--- config.mk ---
export PLATFORM = sky130hd
export DESIGN_NAME = rtc_ram
export DESIGN_NICKNAME = d
export VERILOG_FILES = /design/src/hdl/rtc_ram.sv
export SDC_FILE = /design/constraint.sdc
export NUM_CORES = 2
export LEC_CHECK = 0
export BUFFER_PORTS_ARGS = -buffer_cell sky130_fd_sc_hd__buf_4
export CAP_MARGIN = 25
export CORE_ASPECT_RATIO = 0.5
export CORE_MARGIN = 1.5
export CORE_UTILIZATION = 55
export CTS_BUF_LIST = sky130_fd_sc_hd__clkbuf_4 sky130_fd_sc_hd__clkbuf_8
export CTS_CLUSTER_DIAMETER = 50
export DETAILED_ROUTE_END_ITERATION = 10
export MAX_ROUTING_LAYER = met4
export PLACE_DENSITY = 0.71
export SETUP_SLACK_MARGIN = 0.15
export SLEW_MARGIN = 40
export SYNTH_ARGS = -nofsm -noshare
export SYNTH_HDL_FRONTEND = slang
export SYNTH_SLANG_ARGS = --single-unit
export TNS_END_PERCENT = 20
--- constraint.sdc ---
create_clock -name i_clk -period 2.4 [get_ports i_clk]
set_clock_uncertainty 0.1 [all_clocks]
set_input_delay 0.24 -clock i_clk [delete_from_list [all_inputs] [get_ports i_clk]]
set_output_delay 0.24 -clock i_clk [all_outputs]
set_load 0.02 [all_outputs]
--- src/hdl/rtc_ram.sv ---
`default_nettype none
// ----------------------------------------------------------------------------
// rtc_ram: generic simple dual-port RAM
// One write port, one read port with registered read data and read enable.
// ----------------------------------------------------------------------------
module rtc_ram #(
    parameter int WIDTH = 8,
    parameter int DEPTH = 256
) (
    input  wire                     i_clk,
    input  wire                     i_we,
    input  wire [$clog2(DEPTH)-1:0] i_waddr,
    input  wire [WIDTH-1:0]         i_wdata,
    input  wire                     i_re,
    input  wire [$clog2(DEPTH)-1:0] i_raddr,
    output logic [WIDTH-1:0]        o_rdata
);
    logic [WIDTH-1:0] r_mem [DEPTH];

    always_ff @(posedge i_clk) begin
        if (i_we) begin
            r_mem[i_waddr] <= i_wdata;
        end
        if (i_re) begin
            o_rdata <= r_mem[i_raddr];
        end
    end
endmodule
`default_nettype wire

# [Word level (Yosys, flattened, before mapping)]
# Memory sizes are Yosys's and may differ from the RTL's. A register that Yosys moved wholly into a read port is not among the register bits.
# Cells that the tools add are included.
# W data, S select, Z words.
[word_totals] out_inout_bits=8 ff_bits=0 elab_cells=3 mem_bits_rw=2048 latchBits=0 in_bits=27 mem_bits_ro=0 mem_count=1
[op_classes] order_cmp=0 shift=0 bitwise_logic=0 muxes=2 n_div=0 n_eq_ne=0 n_mul=0 n_reduce_logical=0 add_sub_neg=0
[mem_list] name="r_mem" depth=256 width=8 rd=1 rd_ports_with_merged_regs=1 wr=1 line="18" rtl="logic [WIDTH-1:0] r_mem [DEPTH];"
[ops] op="$mux W1" count=2

# [Depth between registers and ports, before layout]
[depth] ltp_word=2 mapped_depth=11 mapped_depth_nobuf=6

# [Worst setup path before layout]
# No wires, ideal clock.
[synth_path] path_type="input to register" from="in i_raddr[0]" to="reg o_rdata[2], read port of r_mem, data pin" setup_time_ns=0.269 n_path_buf=4 arrival_ns=2.047 slack_ns=-0.016 t_required_ns=2.031 stages=9 path_cell_list="buf_6 -> buf_12 -> buf_8 -> buf_2 -> mux4_2 -> a22oi_1 -> a21oi_1 -> nor4_1 -> nor4_2"
[synth_rtl] item="from (decl)" line="15" rtl="input wire [$clog2(DEPTH)-1:0] i_raddr,"
[synth_rtl] item="to (decl)" line="16" rtl="output logic [WIDTH-1:0] o_rdata"

==> flow_metrics.env <==
export IMPL_status="finished with violations"
export IMPL_violations="setup timing"
export IMPL_synth_area_per_cell_um2=21.33
export IMPL_worstPathArrival_ps=3160
export IMPL_antenna_found_initial=3
export IMPL_grt_util_met2_pct=40.36
export IMPL_grt_pass1_wl_um=286100
export IMPL_grt_overflow_total=0
export IMPL_holdPathStages=2
export IMPL_grt_busiest_layer="met2"
export IMPL_ys_flop_type="edfxtp_1"
export IMPL_use_met3_pct=5.995
export IMPL_post_dp_hpwl_um=128400
export IMPL_slew_viol_final=0
export IMPL_fp_dieArea_um2=147200
export IMPL_peakVddDrop_uv=593.1
export IMPL_synth_distinct_cells=54
export IMPL_synth_compound_area_share_pct=3.416
export IMPL_nNetsFinal=4587
export IMPL_path_max_fanout=1
export IMPL_cts_tree="built"
export IMPL_avgRoutedWirePerCell_um=29.50
export IMPL_synthDominantCellAreaShare_pct=77.53
export IMPL_die_h_um=272.1
export IMPL_synth_top_family_by_area="multiplexers"
export IMPL_cts_num_sinks=2056
export IMPL_cts_setup_buffers=0
export IMPL_grt_max_degree=151
export IMPL_yosysTopAreaCell="edfxtp_1"
export IMPL_fin_util_pct=65.10
export IMPL_netlist_top_cells_count="2056 x edfxtp_1, 454 x mux4_2, 282 x nor2_1, 134 x mux2i_1, 133 x a22oi_1"
export IMPL_max_cap_violations=0
export IMPL_ys_seq_area_share_pct=77.53
export IMPL_crit_start="r_mem[222][2]$_DFFE_PP_"
export IMPL_io_pins=35
export IMPL_clk_path_buf_depth=4
export IMPL_fillers=9038
export IMPL_worst_pin_slew_ps=956.2
export IMPL_drc=0
export IMPL_synth_simple_area_share_pct=2.625
export IMPL_h_tree_depth=5
export IMPL_synth_area_leaders="edfxtp_1 78%, mux4_2 13%, mux2i_1 1.7%, nor2_1 1.3%, a22oi_1 1.3%"
export IMPL_core_um2=143300
export IMPL_timing_rr_start="r_mem[222][2]$_DFFE_PP_"
export IMPL_power_density_nw_per_um2=753.6
export IMPL_leakage_nw=30.41
export IMPL_area_growth_pct=17.18
export IMPL_synthesis_area_um2=79640
export IMPL_syn_num_nets=3760
export IMPL_num_vias=42440
export IMPL_dp_slack_ps=-1154
export IMPL_stdcell_area_um2=93320
export IMPL_port_buffers=34
export IMPL_synthCells=3733
export IMPL_die_x_um=541.1
export IMPL_fmax_mhz=399.2
export IMPL_gp_congestion=0.9195
export IMPL_std_cell_rows=98
export IMPL_min_period_ps=2505
export IMPL_muxShareOfSynthArea_pct=14.60
export IMPL_yosysWarnings=0
export IMPL_cts_buffers_inserted=295
export IMPL_dr_pass1_iters=6
export IMPL_track_usage_pct=27.79
export IMPL_start_util_pct=55.56
export IMPL_globalRouteMet1Util_pct=40.07
export IMPL_yosysMostFrequentCell="edfxtp_1"
export IMPL_hp_class="input pin to flip-flop"
export IMPL_required_ps=3060
export IMPL_r2r_slack_ps=-110
export IMPL_layout_drive_gt1_share_pct=35.73
export IMPL_hold_violations=0
export IMPL_timing_final_crit_share_pct=104.4
export IMPL_report_power_total_mw=70.33
export IMPL_synth_seq_cells=2056
export IMPL_hold_end="o_rdata[0]$_DFFE_PP_"
export IMPL_worst_slack_ps=-105.2
export IMPL_rsz0062_at_grt="true"
export IMPL_grt_pass1_vias=42150
export IMPL_ant_nets=0
export IMPL_synthXorXnorAreaFrac_pct=0
export IMPL_timing_rr_end="o_rdata[2]$_DFFE_PP_"
export IMPL_synth_edff_count=2056
export IMPL_clock_root_buffer="clkbuf_8"
export IMPL_critPathCaptureType="flip-flop"
export IMPL_placed_area_um2=87180
export IMPL_synth_fa_ha_area_share_pct=0
export IMPL_via_per_inst=6.380
export IMPL_routed_wl_um=196300
export IMPL_clk_pin_slew_ps=70
export IMPL_holdCritStartpoint="i_re"
export IMPL_slew_headroom_pct=36.26
export IMPL_cp_start_kind="flip-flop"
export IMPL_critPathKind="flip-flop to flip-flop"
export IMPL_clock_latency_ps=1000
export IMPL_synthArstFlopShare_pct=0
export IMPL_drt_iter0_drc=5917
export IMPL_fin_hold_ws_ps=111.4
export IMPL_setup_violations=4
export IMPL_reg2reg_depth=6
==> through the flow <==
step	TNS, ps	cells
finish	-262.9	6652
global route	-455.2	6650
CTS	-364.7	6649
detailed placement	-6696	6139
global placement	-6502	6139
floorplan	0	3733
==> where the power goes <==
group / internal (mW) / leakage (nW) / switching (mW)
sequential: 39.6 / 18.5 / 0.0523
clock: 13.7 / 2.84 / 12.7
combinational: 1.76 / 9.08 / 2.52
==> registers in the layout, indices dropped and copies added, names as in the netlist <==
| signal | flops |
|---|---|
| r_mem | 2048 |
| o_rdata | 8 |
==> how the worst max path moves through the flow <==
stage | end | cells past startpoint
3_3_place_gp | o_rdata[5]$_DFFE_PP_ | 10
4_1_cts | o_rdata[5]$_DFFE_PP_ | 7
5_1_grt | o_rdata[2]$_DFFE_PP_ | 6
6_report | o_rdata[2]$_DFFE_PP_ | 6
2_1_floorplan | o_rdata[0]$_DFFE_PP_ | 9
3_5_place_dp | o_rdata[5]$_DFFE_PP_ | 10
==> worst max-delay path, cell delays in order, from the launching register on <==
cell and delay (ps):
edfxtp_1 360, mux4_2 490, a22oi_1 300, a21oi_1 200, nor4_1 560, buf_4 240, nor4_2 50
==> per-layer routing <==
layer | share of wire, % | wire length (µm) | vias up
met4 | 2.5 | 4872 | 0
li1 | - | - | 17340
met2 | 46 | 90570 | 2582
met3 | 11 | 22140 | 332
met1 | 40 | 78680 | 22190
met5 | 0 | 0 | -
==> placed cells by master (no fill, tap or decap), drive strengths merged, types with 3 or more instances in the layout <==
| cell | netlist | layout |
|---|---|---|
| o21ai | 12 | 12 |
| edfxtp | 2056 | 2056 |
| nand4 | 10 | 10 |
| dlygate4sd3 | 0 | 24 |
| a2111oi | 5 | 5 |
| nor4 | 27 | 27 |
| nand2 | 33 | 33 |
| mux2i | 134 | 134 |
| and2 | 6 | 6 |
| o32ai | 5 | 5 |
| o22a | 5 | 5 |
| a22oi | 133 | 133 |
| nor2 | 282 | 282 |
| bufinv | 0 | 8 |
| nor3 | 22 | 22 |
| nor2b | 31 | 31 |
| clkbuf | 111 | 392 |
| inv | 1 | 6 |
| o22ai | 28 | 28 |
| a21oi | 96 | 96 |
| clkinv | 1 | 82 |
| o211ai | 10 | 10 |
| a211oi | 16 | 16 |
| mux4 | 456 | 456 |
| a221oi | 14 | 14 |
| nand3 | 34 | 34 |
| nand2b | 8 | 8 |
| o221ai | 47 | 47 |
| or2 | 4 | 4 |
| clkinvlp | 0 | 8 |
| diode | 0 | 3 |
| buf | 122 | 731 |
| a22o | 8 | 8 |
==> cell families (layout without fill, tap and decap cells) <==
| family | Yosys count | after routing |
|---|---|---|
| flip-flops | 2056 | 2056 |
| buffers and inverters | 235 | 1251 |
| multiplexers | 591 | 591 |
| AND/OR/NAND/NOR | 466 | 466 |
| other | 0 | 3 |
| AO/OA/AOI/OAI | 385 | 385 |
==> timing repair <==
item / 4_1_cts / 5_1_grt
resized for setup: 37 / 40
hold buffers: 24 / 0
gates cloned: 0 / 0
pin swaps: 8 / 20
endpoints found under the hold margin: 2489 / 0
endpoints found under the setup margin: 8 / 11
==> final cells by class <==
type                    count  area (µm²)  share of cell area, %
diodes                      3       7.507               0.008045
clock buffers             384        4741                  5.080
clock inverters           102       674.4                 0.7227
inverters                   2       7.507               0.008045
multi-input cells        1442       16970                  18.18
flip-flops and latches   2056       61740                  66.16
well taps                1900        2377                  2.547
repair buffers            763        6808                  7.295
Power figures use the tool's default switching activity.
