File: src/hdl/rtc_pkg.sv
`default_nettype none
// ----------------------------------------------------------------------------
// rtc_pkg: shared types and constants of the voxel terrain column renderer
// Item layouts, request kinds, register indexes and fixed-point constants.
// ----------------------------------------------------------------------------
package rtc_pkg;

    localparam int MAP_SHIFT_DEF     = 10;
    localparam int SCREEN_WIDTH_DEF  = 256;
    localparam int SCREEN_HEIGHT_DEF = 256;

    // Iterative divider operand widths
    localparam int DIV_W = 48;
    localparam int DEN_W = 32;

    // Q12.20 depth constants
    localparam logic [31:0] NEAR_Z      = 32'd1048576;
    localparam logic [31:0] START_STEP  = 32'd104858;
    localparam logic [31:0] STEP_GROWTH = 32'd262;
    localparam logic [47:0] STRETCH_NUM = 48'd350 << 36;

    // Register reset values
    localparam logic [31:0]        CAM_X_RST      = 32'd0;
    localparam logic [31:0]        CAM_Z_RST      = 32'd0;
    localparam logic signed [15:0] CAM_HEIGHT_RST = 16'sd100;
    localparam logic signed [9:0]  HORIZON_RST    = 10'sd0;
    localparam logic signed [15:0] SIN_YAW_RST    = 16'sd0;
    localparam logic signed [15:0] COS_YAW_RST    = 16'sd16384;
    localparam logic [15:0]        FOV_RST        = 16'd4096;
    localparam logic [31:0]        FAR_LIMIT_RST  = 32'd1048576000;

    typedef enum logic [1:0] {
        KIND_MAP_WRITE = 2'd0,
        KIND_START     = 2'd1,
        KIND_RENDER    = 2'd2,
        KIND_UNUSED    = 2'd3
    } t_kind;

    typedef enum logic [2:0] {
        CFG_CAM_X      = 3'd0,
        CFG_CAM_Z      = 3'd1,
        CFG_CAM_HEIGHT = 3'd2,
        CFG_HORIZON    = 3'd3,
        CFG_SIN_YAW    = 3'd4,
        CFG_COS_YAW    = 3'd5,
        CFG_FOV        = 3'd6,
        CFG_FAR_LIMIT  = 3'd7
    } t_cfg_idx;

    typedef struct packed {
        logic [1:0]  kind;
        logic [19:0] map_address;
        logic [7:0]  altitude;
        logic [31:0] cell_color;
    } t_in_item;

    typedef struct packed {
        logic        span_valid;
        logic [7:0]  column;
        logic [8:0]  top;
        logic [8:0]  bottom;
        logic [31:0] span_color;
        logic        frame_done;
    } t_out_item;

endpackage
`default_nettype wire

File: src/hdl/rtc_div.sv
`default_nettype none
// ----------------------------------------------------------------------------
// rtc_div: unsigned restoring divider
// One quotient bit per cycle; done pulses when the quotient is ready.
// ----------------------------------------------------------------------------
module rtc_div (
    input  wire                      i_clk,
    input  wire                      i_rst_n,
    input  wire                      i_start,
    input  wire [rtc_pkg::DIV_W-1:0] i_dividend,
    input  wire [rtc_pkg::DEN_W-1:0] i_divisor,
    output logic                     o_done,
    output logic [rtc_pkg::DIV_W-1:0] o_quotient
);
    import rtc_pkg::*;

    localparam int CNT_W = $clog2(DIV_W + 1);

    logic [DEN_W:0]   r_rem;
    logic [DEN_W-1:0] r_den;
    logic [CNT_W-1:0] r_cnt;
    logic             r_busy;
    logic [DEN_W:0]   rem_sh;
    logic             fits;

    assign rem_sh = {r_rem[DEN_W-1:0], o_quotient[DIV_W-1]};
    assign fits   = rem_sh >= {1'b0, r_den};

    always_ff @(posedge i_clk) begin
        if (!i_rst_n) begin
            r_busy <= 1'b0;
            o_done <= 1'b0;
            r_cnt  <= '0;
        end else begin
            o_done <= 1'b0;
            if (i_start) begin
                r_busy     <= 1'b1;
                r_cnt      <= CNT_W'(DIV_W);
                r_rem      <= '0;
                r_den      <= i_divisor;
                o_quotient <= i_dividend;
            end else if (r_busy) begin
                // shift in one dividend bit, subtract where it fits
                r_rem      <= fits ? rem_sh - {1'b0, r_den} : rem_sh;
                o_quotient <= {o_quotient[DIV_W-2:0], fits};
                r_cnt      <= r_cnt - 1'b1;
                if (r_cnt == CNT_W'(1)) begin
                    r_busy <= 1'b0;
                    o_done <= 1'b1;
                end
            end
        end
    end
endmodule
`default_nettype wire

File: config.mk
export PLATFORM = sky130hd
export DESIGN_NAME = rtc_div
export DESIGN_NICKNAME = d
export VERILOG_FILES = /design/src/hdl/rtc_pkg.sv /design/src/hdl/rtc_div.sv
export SDC_FILE = /design/constraint.sdc
export NUM_CORES = 1
export LEC_CHECK = 0
export BUFFER_PORTS_ARGS = -buffer_cell sky130_fd_sc_hd__buf_2
export CORE_MARGIN = 10
export CORE_UTILIZATION = 35
export DETAILED_ROUTE_END_ITERATION = 7
export HOLD_SLACK_MARGIN = 0.02
export PLACE_DENSITY = 0.57
export REMOVE_ABC_BUFFERS = 1
export SYNTH_ARGS = -nofsm -noshare
export SYNTH_HDL_FRONTEND = slang
export SYNTH_SLANG_ARGS = --single-unit
export TNS_END_PERCENT = 100
File: constraint.sdc
create_clock -name i_clk -period 3.6 [get_ports i_clk]
set_input_delay 0.18 -clock i_clk [delete_from_list [all_inputs] [get_ports i_clk]]
set_output_delay 0.18 -clock i_clk [all_outputs]
set_load 0.03 [all_outputs]
== After elaboration in Yosys (flattened, before gate mapping) ==
Cells that the tools add are included.

* Memory bits (read-only): 0
* Output and inout port bits: 49
* Latch bits: 0
* Memory bits (writable): 0
* Memories: 0
* Register bits after elaboration: 120

* $lt $le $gt $ge: 1
* $add $sub $neg: 2
* Div/mod/pow operators: 0
* Mux-type cells: 10
* Bitwise logic cells: 2
* Shift operators: 0
* Eq/ne operators: 1
* Reduce and logical (&&, ||, !) cells: 5
* $mul: 0

{| class="wikitable"
|+ Operators by type and width
! operator !! number
|-
| $mux 48 || 2
|-
| $mux 32 || 2
|-
| $ge 33x32->1 || 1
|-
| $sub 32x32->32 || 1
|-
| $mux 6 || 2
|-
| $eq 6x1->1 const B || 1
|-
| $sub 6x1->6 const B || 1
|-
| $mux 1 || 4
|-
| $reduce_and 2->1 || 2
|-
| $reduce_or 3->1 || 1
|-
| $not 1->1 || 2
|-
| $reduce_bool 2->1 || 1
|-
| $reduce_or 2->1 || 1
|}

== Depth between registers and ports, before layout ==
* Depth in word-level cells: 4
* Gate-level depth with buffers: 13

== Worst setup path after synthesis ==
OpenSTA, ideal clock, no wires.

* Path type: register to register
* Start: register o_quotient[47] (netlist name)
* End: register r_rem[26] (data pin)
* Library setup time: 135 ps
* Clock period less this slack: 2957 ps
* Slack: 643 ps
* Data arrival time: 2822 ps
* Data required time: 3465 ps
* Stages on the path, launching flop included: 12
* Path buffers: 0
* Cell sequence: edfxtp_1 -> inv_1 -> ha_1 -> fa_1 -> nand2b_1 -> a2111o_1 -> o211a_2 -> o22a_1 -> a21oi_4 -> a31oi_1 -> or4_1 -> nand3_1

* Cells in the longest elaborated chain, start to end: 3
* Elaborated cells on any way between the ends: 4
* Those cells by class: 1 x add/sub; 1 x order compare; 2 x mux

{| class="wikitable"
|+ Ends and longest elaborated chain
! what !! line !! text
|-
| start, declared || rtc_div.sv:13 || <nowiki>output logic [rtc_pkg::DIV_W-1:0] o_quotient</nowiki>
|-
| start signal, assigned || rtc_div.sv:41 || <nowiki>o_quotient <= i_dividend;</nowiki>
|-
| start signal, assigned || rtc_div.sv:45 || <nowiki>o_quotient <= {o_quotient[DIV_W-2:0], fits};</nowiki>
|-
| $sub 32x32->32 or $ge 33x32->1 (tied branches) || rtc_div.sv:44, rtc_div.sv:27 ||
|-
| $mux 32 (*) || rtc_div.sv:44 || <nowiki>r_rem <= fits ? rem_sh - {1'b0, r_den} : rem_sh;</nowiki>
|-
| $mux 32 (*) || rtc_div.sv:42 || <nowiki>end else if (r_busy) begin</nowiki>
|-
| end signal, assigned || rtc_div.sv:44 ||
|-
| end, declared || rtc_div.sv:19 || <nowiki>logic [DEN_W:0] r_rem;</nowiki>
|}

Every way passes the cells marked *; elsewhere a longest branch is shown, timed or not. The select of a mux whose other input is x is not followed.
A chain may end at the register's enable or synchronous reset.

== Worst setup path in the final report ==
* Start: register r_rem[22]
* End: register o_quotient[0] (netlist name) (data pin)

* Cells in the longest elaborated chain, start to end: 3

{| class="wikitable"
|+ Ends and longest elaborated chain
! what !! line !! text
|-
| $ge 33x32->1 || rtc_div.sv:27 || <nowiki>assign fits = rem_sh >= {1'b0, r_den};</nowiki>
|-
| $mux 48 || rtc_div.sv:42 ||
|-
| $mux 48 || rtc_div.sv:36 || <nowiki>if (i_start) begin</nowiki>
|}

Every way passes these cells. The select of a mux whose other input is x is not followed.

==> impl_metrics.tcl <==
set metrics [dict create \
    status "complete, no violations" \
    intPower_mw 3.07 \
    ys_ff_latch 120 \
    layout.nets 875 \
    grt_pass1_vias 5376 \
    p_sw_share_pct 30.6 \
    die_area_sq_mm 0.0256 \
    grt-ovfl-total 0 \
    post-route-period-util_pct 86.9 \
    finalSetupViolCount 0 \
    timing.rr.end "o_quotient[0]" \
    cts.path.max_buffers 2 \
    first_pass_iters 4 \
    hold_viol_final 0 \
    max_freq_mhz 320 \
    drive_gt1_share_pct 31.0 \
    p_sw_mw 1.35 \
    yosysWarnings 0 \
    initial_utilization_pct 35.4 \
    crit_type "reg2reg" \
    synthesis.area_sq_mm 0.00685 \
    dp.final_hpwl_mm 11.8 \
    peakVddDrop_mv 0.354 \
    synth_edf_count 112 \
    cts.htree.levels 4 \
    vias_per_cell 4.91 \
    grt_antenna_before_repair 0 \
    syn_to_final_growth_pct 25.9 \
    vias 5083 \
    rsz0062_at_grt "false" \
    io_buffers 131 \
    drv_cap 0 \
    fin_util_pct 44.6 \
    worst_setup_path_endpoint "o_quotient[0]" \
    rr_worst_depth 8 \
    power_density_mw_per_mm2 512 \
    cts_tree "done" \
    period_needed_ns 3.13 \
    routed_wl_mm 16.7 \
    finalSetupTns_ns 0 \
    postCtsSetupBuffers 0 \
    coreArea_sq_mm 0.0193 \
    worstPathRequired_ns 3.77 \
    cp-startpoint "r_rem[22]" \
    grt_usage_pct 13.1 \
    grt_max_degree 82 \
    ant_nets 0 \
    wl_per_cell_um 16.1 \
    skew_ns 0.00821 \
    worstPathArrival_ns 3.30 \
    drv_slew 0 \
    pwr-share-seq_pct 39.1 \
    ys.flop_type "edfxtp_1" \
    p_clk_share_pct 37.3 \
    r2r-start "r_rem[22]" \
    postSynthCellCount 593 \
    path_max_fanout 35 \
    drc 0 \
    ioPinCount 132 \
    cts_buffers 17 \
    syn_avg_cell_area_sq_um 11.5 \
    multiInputGateArea_sq_mm 0.00302 \
    cp-end-kind "flop" \
    power_leakage_nw 3.51 \
    dieHeight_um 160 \
    std_cell_rows 51 \
    drtIter0Drc 310 \
    relSlewSlack_pct 22.4 \
    synth_cell_types 69 \
    cts-root-buf "clkbuf_16" \
    n_fill_cell 1826 \
    die_w_um 160 \
    gp_congestion 0.947 \
    grt_pass1_wl_mm 27.7 \
    cts.clk_slew.worst_paths_ns 0.06 \
    reg2reg_slack_ns 0.47 \
    cp-start-kind "flop" \
    insertion_delay_ns 0.42 \
    min_path_type "in2reg" \
    async_reset_ff_share_pct 0 \
    tightest_slew_ns 1.16 \
    p_comb_share_pct 23.6 \
    clkSinkCount 120 \
    synth_seq_area_share_pct 51.4 \
    regArea_sq_mm 0.00352 \
]
## power groups by stage
stage	Combinational [mW]	Clock [mW]	Sequential, mW
floorplan	0.674	0	1.81
global placement	1.00	0	1.75
detailed placement	1.01	0	1.75
CTS	1.05	1.69	1.73
global route	1.16	1.75	1.74
finish	1.04	1.65	1.73
## worst min-delay path by stage
stage	from	to	slack, ns	cells after the start
after global routing	i_dividend[23]	o_quotient[23]	0.04	2
after global placement	i_divisor[24]	r_den[24]	0.36	1
after CTS	i_dividend[22]	o_quotient[22]	0.04	2
final	i_dividend[22]	o_quotient[22]	0.06	2
after floorplan	i_divisor[0]	r_den[0]	0.28	0
after detailed placement	i_divisor[24]	r_den[24]	0.36	1
## timing repair
item	CTS	global route
hold buffers	33	0
setup endpoints to repair	0	0
gates resized for setup	0	0
endpoints found under the hold margin	34	0
## sequential cells by signal, summed over array words and instances (netlist names)
| register | flops |
|---|---|
| r_den | 32 |
| o_quotient | 48 |
| r_cnt | 6 |
| r_busy | 1 |
| r_rem | 32 |
| o_done | 1 |
## logic make-up after synthesis
kind of cell,share of synthesized area (%)
flops,51.4
mux,8.04
xor+xnor,3.07
compound gates,14.3
simple gates,12.0
buf+inv,4.64
fa+ha+maj,6.50
## per-stage QoR
step / std cells / area [sq um] / setup slack (ns) / hold slack (ns) / power, mW
after floorplan: 571 / 6700 / 0.640 / 0.279 / 2.49
after detailed placement: 970 / 7720 / 0.466 / 0.359 / 2.76
after CTS: 1035 / 8620 / 0.456 / 0.0390 / 4.46
after global routing: 1035 / 8620 / 0.285 / 0.0398 / 4.65
final: 1036 / 8620 / 0.472 / 0.0599 / 4.41
after global placement: 970 / 7720 / 0.514 / 0.356 / 2.75
## worst max-delay path, stage by stage (launching register included)
cell	delay (ns)
edfxtp_1	0.39
ha_1	0.39
a21o_1	0.22
a21o_1	0.21
a21oi_2	0.17
o22ai_1	0.15
a2111oi_4	0.37
nand2_2	0.49
mux2_2	0.46
## Yosys cell counts, types with 7 or more instances
cell type  number  share of area [%]
ha_1           34                6.2
edfxtp_1      112                 49
nor3_1          7               0.51
xnor2_1        15                1.9
inv_1          44                2.4
nand3_1        17                1.2
a21oi_1        48                3.5
dfxtp_1         8                2.3
a21o_1         14                1.5
o21ai_0         9               0.66
nand2_1        61                3.3
clkbuf_1       10               0.55
xor2_1          9                1.2
nor2_1         26                1.4
mux2_2         48                7.9
a211oi_1        7               0.77
## per-layer routing
| layer | vias to the layer above | track usage (%) | part of all wire [%] |
|---|---|---|---|
| met4 | 0 | 4.26 | 1.5 |
| met1 | 2360 | 16.1 | 46 |
| met3 | 21 | 6.14 | 9.5 |
| met2 | 167 | 19.8 | 43 |
| met5 | - | 0 | 0 |
| li1 | 2535 | - | - |
## placed cells by master (no fill, tap or decap), drive strengths merged, types with 3 or more instances in the layout
| master | instances |
|---|---|
| buf | 134 |
| edfxtp | 112 |
| nand2 | 62 |
| a21oi | 54 |
| mux2 | 48 |
| inv | 48 |
| ha | 34 |
| dlygate4sd3 | 33 |
| nor2 | 26 |
| nand3 | 17 |
| clkbuf | 17 |
| xnor2 | 15 |
| a21o | 15 |
| o21ai | 13 |
| xor2 | 9 |
| dfxtp | 8 |
| a211oi | 8 |
| clkinv | 8 |
| nor3 | 7 |
| o211ai | 7 |
| and2 | 7 |
| nand2b | 6 |
| or3 | 6 |
| nand3b | 6 |
| o21a | 6 |
| a31oi | 6 |
| nand4 | 5 |
| and3 | 5 |
| nand4b | 4 |
| o21bai | 3 |
| a2111o | 3 |
| a21boi | 3 |
| or4 | 3 |
| a311o | 3 |
## final cells by class
class | count | share of cell area [%]
timing repair buffer | 167 | 11.7
tap | 265 | 3.85
antenna | 1 | 0.0290
inverter | 44 | 1.92
clock inverter | 15 | 1.70
sequential | 120 | 40.9
clock buffer | 17 | 4.93
multi-input combinational | 407 | 35.0
Power figures use the tool's default switching activity.
